[config.mk]
export PLATFORM = sky130hd
export DESIGN_NAME = sotr_front
export DESIGN_NICKNAME = d
export VERILOG_FILES = /design/src/rtl/core/sotr_pkg.sv /design/src/rtl/core/sotr_front.sv
export SDC_FILE = /design/constraint.sdc
export NUM_CORES = 1
export LEC_CHECK = 0
export BUFFER_PORTS_ARGS = -buffer_cell sky130_fd_sc_hd__buf_2
export CAP_MARGIN = 20
export CORE_ASPECT_RATIO = 1.25
export CORE_MARGIN = 1.5
export CORE_UTILIZATION = 44
export DETAILED_ROUTE_END_ITERATION = 6
export PLACE_DENSITY_LB_ADDON = 0.12
export SLEW_MARGIN = 40
export SYNTH_ARGS = -nofsm -noshare
export SYNTH_HDL_FRONTEND = slang
export SYNTH_SLANG_ARGS = --single-unit
[constraint.sdc]
create_clock -name clk -period 9.9 [get_ports clk]
set_input_delay 0.495 -clock clk [delete_from_list [all_inputs] [get_ports clk]]
set_output_delay 0.495 -clock clk [all_outputs]
set_load 0.02 [all_outputs]
[src/rtl/core/sotr_pkg.sv]
`timescale 1ns / 1ps
package sotr_pkg;
	localparam int DEPTH = 32;
	localparam int AW = $clog2(DEPTH);
	localparam int MAX_RES = 32;
	localparam int QD = 2;

	typedef enum logic [1:0] {
		FN_PUSH  = 2'd0,
		FN_DRAIN = 2'd1,
		FN_STATS = 2'd2,
		FN_NONE  = 2'd3
	} func_t;

	typedef enum logic [1:0] {
		K_ACK   = 2'd0,
		K_REC   = 2'd1,
		K_STAT  = 2'd2,
		K_EMPTY = 2'd3
	} kind_t;

	typedef enum logic [1:0] {
		BS_IDLE,
		BS_DRAIN,
		BS_STATS
	} bstate_t;

	localparam logic [1:0] LVL_INFO = 2'd2;
	localparam logic [15:0] NOTE_MAX = 16'hFFFF;

	// Classified command handed from the front to the back.
	typedef struct packed {
		func_t        func;
		logic [1:0]   level;
		logic [31:0]  pid;
		logic [7:0]   subsystem;
		logic [63:0]  payload;
		logic [47:0]  time_ms;
		logic [63:0]  after_seq;
		logic [5:0]   cap;
	} cmd_t;

	typedef struct packed {
		kind_t        kind;
		logic [63:0]  seq;
		logic [47:0]  timestamp;
		logic [1:0]   rec_level;
		logic [31:0]  rec_pid;
		logic [7:0]   rec_subsystem;
		logic [63:0]  rec_payload;
		logic [15:0]  dropped_note;
		logic         console;
		logic         last;
		logic [2:0]   stat_index;
		logic [63:0]  stat_value;
	} res_t;
endpackage

[src/rtl/core/sotr_front.sv]
`timescale 1ns / 1ps
module sotr_front (
	input  logic              clk,
	input  logic              arst_n,
	input  logic              in_valid,
	output logic              in_ready,
	input  logic [1:0]        func,
	input  logic [2:0]        level,
	input  logic signed [31:0] pid,
	input  logic [7:0]        subsystem,
	input  logic [63:0]       payload,
	input  logic [47:0]       time_ms,
	input  logic [63:0]       after_seq,
	input  logic [6:0]        max_count,
	output logic              q_valid,
	input  logic              q_pop,
	output sotr_pkg::cmd_t    q_cmd
);
	import sotr_pkg::*;

	cmd_t mem_q [QD];
	logic [$clog2(QD)-1:0] wp_q, rp_q;
	logic [$clog2(QD):0] cnt_q;
	cmd_t c;
	logic push;

	always_comb begin
		c.func = func_t'(func);
		c.level = (level > 3'd3) ? LVL_INFO : level[1:0];
		c.pid = pid;
		c.subsystem = subsystem;
		c.payload = payload;
		c.time_ms = time_ms;
		c.after_seq = after_seq;
		c.cap = (max_count > 7'(MAX_RES)) ? 6'(MAX_RES) : max_count[5:0];
	end

	assign in_ready = cnt_q != ($clog2(QD)+1)'(QD);
	// Unused function codes are dropped here and never reach the back.
	assign push = in_valid && in_ready && (func != FN_NONE);
	assign q_valid = cnt_q != '0;
	assign q_cmd = mem_q[rp_q];

	always_ff @(posedge clk) begin
		if (push) mem_q[wp_q] <= c;
	end

	always_ff @(posedge clk or negedge arst_n) begin
		if (!arst_n) begin
			wp_q <= '0;
			rp_q <= '0;
			cnt_q <= '0;
		end else begin
			if (push) wp_q <= wp_q + 1'b1;
			if (q_pop) rp_q <= rp_q + 1'b1;
			cnt_q <= cnt_q + ($clog2(QD)+1)'(push) - ($clog2(QD)+1)'(q_pop);
		end
	end
endmodule

==> out/results.tsv, run 1 <==
metric	value	unit
ant_nets	0	
r2r_slack	7500	ps
yosysWarnings	0	
grt_max_degree	123	
num-fill-cells	2987	
hold_viol_final	0	
gp_congestion	0.802	
vias	8527	
maxCapViolCount	0	
cts_made_buffers	45	
finalPower	6.12	mW
peakVddDrop	233	uV
drt-initial-drc-count	454	
rows	79	
post_drt_wl_per_cell	20.8	microns
reg2regPathDepth	4	
area_growth	25.4	%
synth_cell_types	19	
r2r_start	cnt_q[1]$_DFF_PN0_	
slew_viol_final	0	
clock_skew	10.1	ps
die_area	0.0390	sq mm
routed_via_density	4.88	
start_util	0.447	
p_leak	7.81	nW
ios	460	
status	completed	
clock-sinks	456	
cts-resized-gates	0	
synth_fp_nets	964	
ys_seq_area_frac	0.821	
hold_path.startpoint	after_seq[23]	
worstSkewPairLatency	530	ps
cp_max_fo	78	
min_path_type	primary input to flip-flop	
ys_ff_latch	456	
crit_arrival	3070	ps
pre_cts_ws	6870	ps
end_kind	output pin	
fin_crit_sh	0.360	
avgSynthCellArea	22.8	sq um
r2r-end	mem_q[0][184]$_DFFE_PP_	
nets	1457	
netlist_instances	731	
grt_usage	0.177	
cts_tree	yes	
drtPass1Iterations	4	
cp.required	9410	ps
grt_pass1_vias	8682	
antenna_found_initial	12	
fin_ws	6330	ps
coreArea	0.0373	sq mm
wl	36.4	mm
post-dp-hpwl	24.8	mm
worst_pin_slew	823	ps
p_per_area	293	mW/mm^2
period_needed	3570	ps
cp-start-kind	flip-flop	
synthesis.area	0.0167	sq mm
cts_max_level	2	
clkTransAtPathRegs	60	ps
cts_buffer_depth	3	
relSlewSlack	0.451	
io_buffers	459	
holdPathEnd	mem_q[0][29]$_DFFE_PP_	
rsz0062_at_grt	false	
post-cts-setup-buffer-count	0	
grt_remaining_overflow	0	
setup_viol	0	
die_x	177	microns
cts_root_buf	clkbuf_16	
drive_gt1_frac	0.601	
whs	148	ps
dieHeight	221	microns
drcViolationCount	0	
clock.fmax	0.280	GHz
worstHoldPathCells	1	
grt_pass1_wl	50.5	mm
worstSetupPathType	flip-flop to output pin	
layout make-up:
class                      instances  area, sq um  area share
clock buffer                      54         1160      0.0555
tap                              486          608      0.0291
antenna                           10         25.0     0.00120
sequential                       456        13700       0.655
clock inverter                    19          128     0.00611
multi-input combinational        247         2810       0.135
timing repair buffer             471         2460       0.118
inverter                           3         11.3    0.000539
critical path, stage by stage (launching register included):
cell and delay [ps]:
dfrtp_4 590, buf_6 540, buf_6 650, mux2_2 420, buf_2 160
how the worst max path moves through the flow:
stage               cells past startpoint               start               endpoint  slack, ps
floorplan                               3  cnt_q[1]$_DFF_PN0_  mem_q[0][0]$_DFFE_PP_      -1130
detailed placement                      4    rp_q$_DFFE_PN0P_             q_cmd[158]       6870
global placement                        4    rp_q$_DFFE_PN0P_             q_cmd[158]       6400
finish                                  4    rp_q$_DFFE_PN0P_             q_cmd[108]       6330
CTS                                     4    rp_q$_DFFE_PN0P_             q_cmd[158]       6280
global route                            4    rp_q$_DFFE_PN0P_             q_cmd[158]       6180
synthesized netlist by cell type:
library cell    n  area (sq um)
edfxtp_1      452         13600
mux2_2        196          2210
mux2_4         30           450
buf_4          11          82.6
buf_2          10          50.1
and2_1          5          31.3
buf_6           4          45.0
dfrtp_1         4           100
xnor2_1         4          35.0
inv_1           3          11.3
nor2_1          3          11.3
or2_2           2          12.5
a31oi_1         1          6.26
ha_1            1          12.5
nand2_1         1          3.75
nand2b_1        1          6.26
nand3_1         1          5.00
nor2b_1         1          6.26
xor2_1          1          8.76
layout by cell type, fill, tap and decap left out, types with 2 or more instances in the layout:
| cell | n |
|---|---|
| nor2_4 | 2 |
| mux2_4 | 30 |
| clkinv_1 | 14 |
| buf_8 | 4 |
| mux2_2 | 196 |
| edfxtp_1 | 452 |
| buf_2 | 459 |
| buf_12 | 2 |
| clkbuf_16 | 45 |
| inv_1 | 3 |
| clkbuf_1 | 9 |
| diode_2 | 10 |
| bufinv_16 | 2 |
| xnor2_1 | 4 |
| dfrtp_1 | 3 |
| buf_6 | 5 |
| or2_2 | 2 |
| clkinv_2 | 3 |
| and2_1 | 5 |
where the power goes:
part	switching [mW]	total, mW	internal (mW)	leakage [nW]
combinational	1.19	1.96	0.769	2.97
clock	0.656	1.53	0.875	0.627
sequential	0.0939	2.62	2.53	4.21
total	1.94	6.12	4.17	7.81
cells by family (layout without fill, tap and decap cells):
| kind of cell | Yosys count | after routing | synth area share |
|---|---|---|---|
| xor+xnor | 5 | 5 | 0.00263 |
| flops | 456 | 456 | 0.821 |
| fa+ha+maj | 1 | 1 | 0.000751 |
| simple gates | 14 | 14 | 0.00458 |
| other cells | 0 | 10 | 0 |
| buf+inv | 28 | 547 | 0.0113 |
| mux | 226 | 226 | 0.160 |
| compound gates | 1 | 1 | 0.000376 |
routing by layer:
layer,vias to the layer above,global-route usage,part of all wire
li1,3913,-,-
met1,4211,0.179,0.33
met2,321,0.319,0.54
met3,76,0.0662,0.089
met4,6,0.0884,0.038
met5,-,0,0.0012
flip-flops by register name (all words and copies together) (netlist names):
register / cells
mem_q: 452
rp_q: 1
cnt_q: 2
wp_q: 1
timing repair:
action                                 in CTS  in global routing
endpoints found under the hold margin       4                  0
hold buffers                                1                  0
setup endpoints to repair                   0                  0
metrics by stage:
| step | std cells | TNS, ps | util | cell area (sq um) |
|---|---|---|---|---|
| 3_3_place_gp | 1658 | 0 | 0.523 | 19500 |
| 3_5_place_dp | 1662 | 0 | 0.525 | 19600 |
| 6_report | 1746 | 0 | 0.560 | 20900 |
| 2_1_floorplan | 731 | -512530 | - | 16700 |
| 4_1_cts | 1736 | 0 | 0.560 | 20900 |
| 5_1_grt | 1744 | 0 | 0.560 | 20900 |
(Power assumes the default switching activity.)
==> run 2: changes to the inputs <==
- ABC_AREA: unset -> 1
- clock period: 9.9 -> 3.1 ns (I/O delays scaled with it)
==> run 2 against run 1 <==
Worst hold slack better by 62 ps. Critical path depth stayed put. Global-route usage is 1.3 points higher. Power grew to 3.3 times the previous value. Sequential cell count stayed put. Register-to-register slack worse by 6400 ps. Final cell count is 15% higher.
==> out/results.tsv, run 2 <==
metric	value	unit
start_util	0.447	
cts_made_buffers	44	
cp_max_fo	34	
clock.fmax	0.390	GHz
dr_wl_met3	2.74	mm
ys_ff_latch	456	
num-fill-cells	2791	
grt_pass1_wl	55.8	mm
cts_max_level	2	
routed_via_density	4.77	
synth_top_area_frac	0.813	
ios	460	
drive_gt1_frac	0.510	
layoutNonFillerInstCount	2000	
yosysMostFrequentCell	edfxtp_1	
cts_buffer_depth	3	
die_x	177	microns
netlist_instances	747	
top_layer	met4	
drcViolationCount	0	
relSlewSlack	0.546	
grt_usage	0.190	
setup_viol	0	
worstSetupPathType	flip-flop to output pin	
end_kind	output pin	
worst_pin_slew	681	ps
vias	9543	
die_area	0.0391	sq mm
worstSkewPairLatency	540	ps
worstSetupEndpoint	q_cmd[85]	
fin_crit_sh	0.827	
largestRegisters	mem_q: 452 flops, cnt_q: 2 flops	
synth_fp_nets	980	
reg2regPathDepth	5	
maxCapViolCount	0	
ys_seq_area_frac	0.819	
cp-start-kind	flip-flop	
post_drt_wl_per_cell	19.0	microns
grt_remaining_overflow	0	
rsz0062_at_grt	false	
async_flop_share	0.00877	
place_inst	1685	
nets	1712	
largest_reg_flops	452	
p_leak	8.95	nW
r2r_start	cnt_q[0]$_DFF_PN0_	
ys.flop_type	edfxtp_1	
mostFrequentLayoutCell	buf_2	
synth_edf_count	452	
io_buffers	459	
area_growth	40.3	%
ant_nets	0	
synth.area.top_cells	edfxtp_1, mux2_2, mux2_4	
wl_met2	19.8	mm
slew_viol_final	0	
avgSynthCellArea	22.4	sq um
r2r_slack	1110	ps
fin_util	0.627	
whs	210	ps
cp.required	2940	ps
p_per_area	861	mW/mm^2
cts-resized-gates	0	
coreArea	0.0374	sq mm
cp-startpoint	rp_q$_DFFE_PN0P_	
final_cell_mix	buf_2, edfxtp_1, dlygate4sd3_1	
hold_viol_final	0	
cts_root_buf	clkbuf_16	
r2r-end	mem_q[0][210]$_DFFE_PP_	
yosysWarnings	0	
status	completed	
drt-initial-drc-count	497	
top_register	mem_q	
synth_cell_types	15	
synthTopCellsByCount	edfxtp_1, mux2_2, mux2_4	
peakVddDrop	593	uV
cts_tree	yes	
wl	37.9	mm
m1WireLength	14.2	mm
grt_max_degree	98	
min_path_type	primary input to flip-flop	
antenna_found_initial	1	
rows	79	
grt_pass1_vias	10120	
gp_congestion	0.755	
period_needed	2560	ps
clock-sinks	456	
crit_arrival	2410	ps
clkTransAtPathRegs	60	ps
post-dp-hpwl	24.8	mm
synth_top_area_cell	edfxtp_1	
synthesis.area	0.0167	sq mm
drtPass1Iterations	4	
clock_skew	15.1	ps
dieHeight	221	microns
-- run 2: changes by cell type after synthesis --
cell | before | now
nor2b_1 | 1 | 0
and2_1 | 5 | 0
nand3_1 | 1 | 3
inv_1 | 3 | 11
nand2_1 | 1 | 6
nand2b_1 | 1 | 0
nor2_1 | 3 | 13
xnor2_1 | 4 | 2
xor2_1 | 1 | 2
a31oi_1 | 1 | 0
-- run 2: worst min path at each step --
stage	slack, ps	startpoint	depth (start not counted)	endpoint
floorplan	-140	arst_n	0	cnt_q[0]$_DFF_PN0_
global placement	-40	arst_n	1	cnt_q[0]$_DFF_PN0_
global route	270	max_count[6]	4	mem_q[0][1]$_DFFE_PP_
detailed placement	-30	arst_n	1	cnt_q[1]$_DFF_PN0_
finish	210	max_count[6]	4	mem_q[1][1]$_DFFE_PP_
CTS	190	max_count[6]	4	mem_q[1][1]$_DFFE_PP_
-- run 2: cell families after synthesis --
logic type | after synthesis | synth area share
mux | 226 | 0.159
fa+ha+maj | 1 | 0.000749
buf+inv | 36 | 0.0131
simple gates | 24 | 0.00592
xor+xnor | 4 | 0.00210
flops | 456 | 0.819
-- run 2: per-layer routing --
metal,vias to the layer above,global-route usage
met1,4692,0.217
met4,0,0.0743
met2,352,0.337
met5,-,0
met3,66,0.0519
li1,4433,-
-- run 2: report_power, final --
group          internal (mW)  switching (mW)  leakage (nW)
Sequential              8.06           0.294          4.22
Clock                   2.87            2.15         0.667
Combinational           2.79            4.00          4.06
-- run 2: timing repair --
action	4_1_cts	5_1_grt
buffers inserted	0	0
hold endpoints to repair	460	0
hold buffers	233	0
-- run 2: area by class of cell --
cell class,instances,area [sq um],share of cell area
repair buffers,711,4900,0.209
diodes,1,2.50,0.000107
multi-input cells,255,2840,0.121
inverters,11,41.3,0.00176
well taps,486,608,0.0260
clock inverters,16,105,0.00449
clock buffers,64,1250,0.0533
flip-flops and latches,456,13700,0.584
-- run 2: worst max-delay path, stage by stage (launching register included) --
cell and delay [ps]:
dfrtp_4 670, buf_12 290, buf_12 270, mux2_2 410
buf_2 170
-- run 2: stage by stage --
step / cell area (sq um) / setup WS, ps / setup TNS [ps] / total power, mW
6_report: 23400 / 536 / 0 / 20.2
4_1_cts: 23400 / 390 / 0 / 20.4
3_5_place_dp: 19700 / 990 / 0 / 15.1
2_1_floorplan: 16700 / -1370 / -615650 / 12.9
3_3_place_gp: 19700 / 995 / 0 / 15.0
5_1_grt: 23400 / 441 / 0 / 21.1
==> run 3: changes to the inputs <==
- clock period: 3.1 -> 2.11 ns (I/O delays scaled with it)
==> run 3 against run 2 <==
Highest routed layer is now met5. Clock power grew 42%. Largest power group unchanged. Register-to-register slack lost 700 ps. Sequential power grew 46%. Critical endpoint is now q_cmd[87]. Combinational power grew 56%. Via count grew 1.2%.
==> out/results.tsv, run 3 (synthesis results as in run 2) <==
metric	value	unit
status	completed	
grt_usage	0.193	
die_area	0.0391	sq mm
peakVddDrop	955	uV
finalPower	29.9	mW
rows	79	
routed_via_density	4.80	
cp_max_fo	24	
largestRegisters	mem_q: 452 flops, cnt_q: 2 flops	
whs	167	ps
grt_remaining_overflow	0	
p_int	20.3	mW
min_path_type	primary input to flip-flop	
ios	460	
setup_viol	0	
mostFrequentLayoutCell	buf_2	
drcViolationCount	0	
fin_util	0.633	
p_comb_frac	0.354	
clock_skew	13.5	ps
antenna_found_initial	5	
ant_nets	0	
grt_max_degree	50	
cts_tree	yes	
vias	9661	
p_per_area	1270	mW/mm^2
post_drt_wl_per_cell	19.7	microns
top_register	mem_q	
die_x	177	microns
p_leak	9.04	nW
worstSkewPairLatency	540	ps
area_growth	41.7	%
design_area	0.0237	sq mm
coreArea	0.0374	sq mm
worst_pin_slew	311	ps
p_sw	9.58	mW
largest_reg_flops	452	
sequentialPowerShare	0.408	
relSlewSlack	0.792	
final_cell_mix	buf_2, edfxtp_1, dlygate4sd3_1	
worstSetupPathType	flip-flop to output pin	
grt_pass1_wl	56.5	mm
nets	1723	
cts_max_level	2	
drtPass1Iterations	4	
fin_crit_sh	0.963	
gp_congestion	0.805	
cp-start-kind	flip-flop	
cp.required	2000	ps
crit_arrival	1930	ps
cts_made_buffers	44	
p_sw_frac	0.320	
cp_slowest_cell	dfrtp_4	
drt-initial-drc-count	523	
cts_root_buf	clkbuf_16	
grt_pass1_vias	10197	
dieHeight	221	microns
slew_viol_final	0	
crit_chain	buf_8, clkbuf_16, mux2_2, buf_2	
period_needed	2030	ps
cpPeakStageDelay	440	ps
drive_gt1_frac	0.512	
place_area	0.0198	sq mm
wl	39.6	mm
end_kind	output pin	
clockPowerShare	0.238	
io_buffers	459	
start_util	0.447	
post-dp-hpwl	26.5	mm
clock-sinks	456	
clkTransAtPathRegs	60	ps
maxCapViolCount	0	
hold_viol_final	0	
rsz0062_at_grt	false	
clock.fmax	0.492	GHz
cts_buffer_depth	3	
[run 3: cell count changes in the layout (fill, tap and decap cells not counted), sizes merged]
cell	change
diode	+2
clkinv	+7
clkinvlp	+1
buf	+9
clkbuf	-6
inv	-2
[run 3: worst max-delay path: cells and delay by family, from the launching register on]
kind,cells,cell delay [ps]
buffers and inverters,3,570
flip-flops,1,440
multiplexers,1,350
[run 3: what timing repair did]
item                                    CTS  global route
gates cloned                              2             2
gates resized for setup                   4             6
setup buffers                             3             0
hold buffers                            233             0
endpoints found under the hold margin   460             0
endpoints found under the setup margin  213           110
[run 3: cell type report]
type / instances / area, sq um
diodes: 3 / 7.51
well taps: 486 / 608
fillers: 2781 / 13700
clock inverters: 22 / 126
clock buffers: 56 / 1170
repair buffers: 722 / 5190
multi-input cells: 255 / 2840
flip-flops and latches: 456 / 13700
inverters: 11 / 41.3
[run 3: metal layers]
layer	wire length, microns	vias to the layer above	GRT usage
met5	41	-	0
met4	1460	6	0.0845
met3	2830	91	0.0562
met2	21300	357	0.356
met1	13900	4760	0.203
li1	-	4447	-
[run 3: path summary, 6_finish.rpt]
check	slack (ps)	endpoint	cells after the start	startpoint
max in group asynchronous	1420	rp_q$_DFFE_PN0P_	3	arst_n
min in group asynchronous	490	cnt_q[0]$_DFF_PN0_	3	arst_n
max reg2reg	410	mem_q[1][213]$_DFFE_PP_	6	cnt_q[0]$_DFF_PN0_
min	170	mem_q[1][4]$_DFFE_PP_	4	max_count[6]
min reg2reg	570	cnt_q[0]$_DFF_PN0_	1	cnt_q[0]$_DFF_PN0_
max	80	q_cmd[87]	4	rp_q$_DFFE_PN0P_
[run 3: power groups by stage]
stage | registers (mW) | logic, mW | clock network (mW)
2_1_floorplan | 12.4 | 6.57 | 0
3_3_place_gp | 12.4 | 9.74 | 0
3_5_place_dp | 12.5 | 9.73 | 0
4_1_cts | 12.2 | 10.5 | 7.35
5_1_grt | 12.3 | 11.2 | 7.70
6_report | 12.2 | 10.6 | 7.12
[run 3: through the flow]
| step | worst slack, ps | TNS [ps] | cells |
|---|---|---|---|
| finish | 78.0 | 0 | 2011 |
| floorplan | -2360 | -1063130 | 747 |
| global placement | 415 | 0 | 1690 |
| global route | 8.86 | 0 | 2010 |
| CTS | -43.2 | -1600 | 2006 |
| detailed placement | 402 | 0 | 1690 |
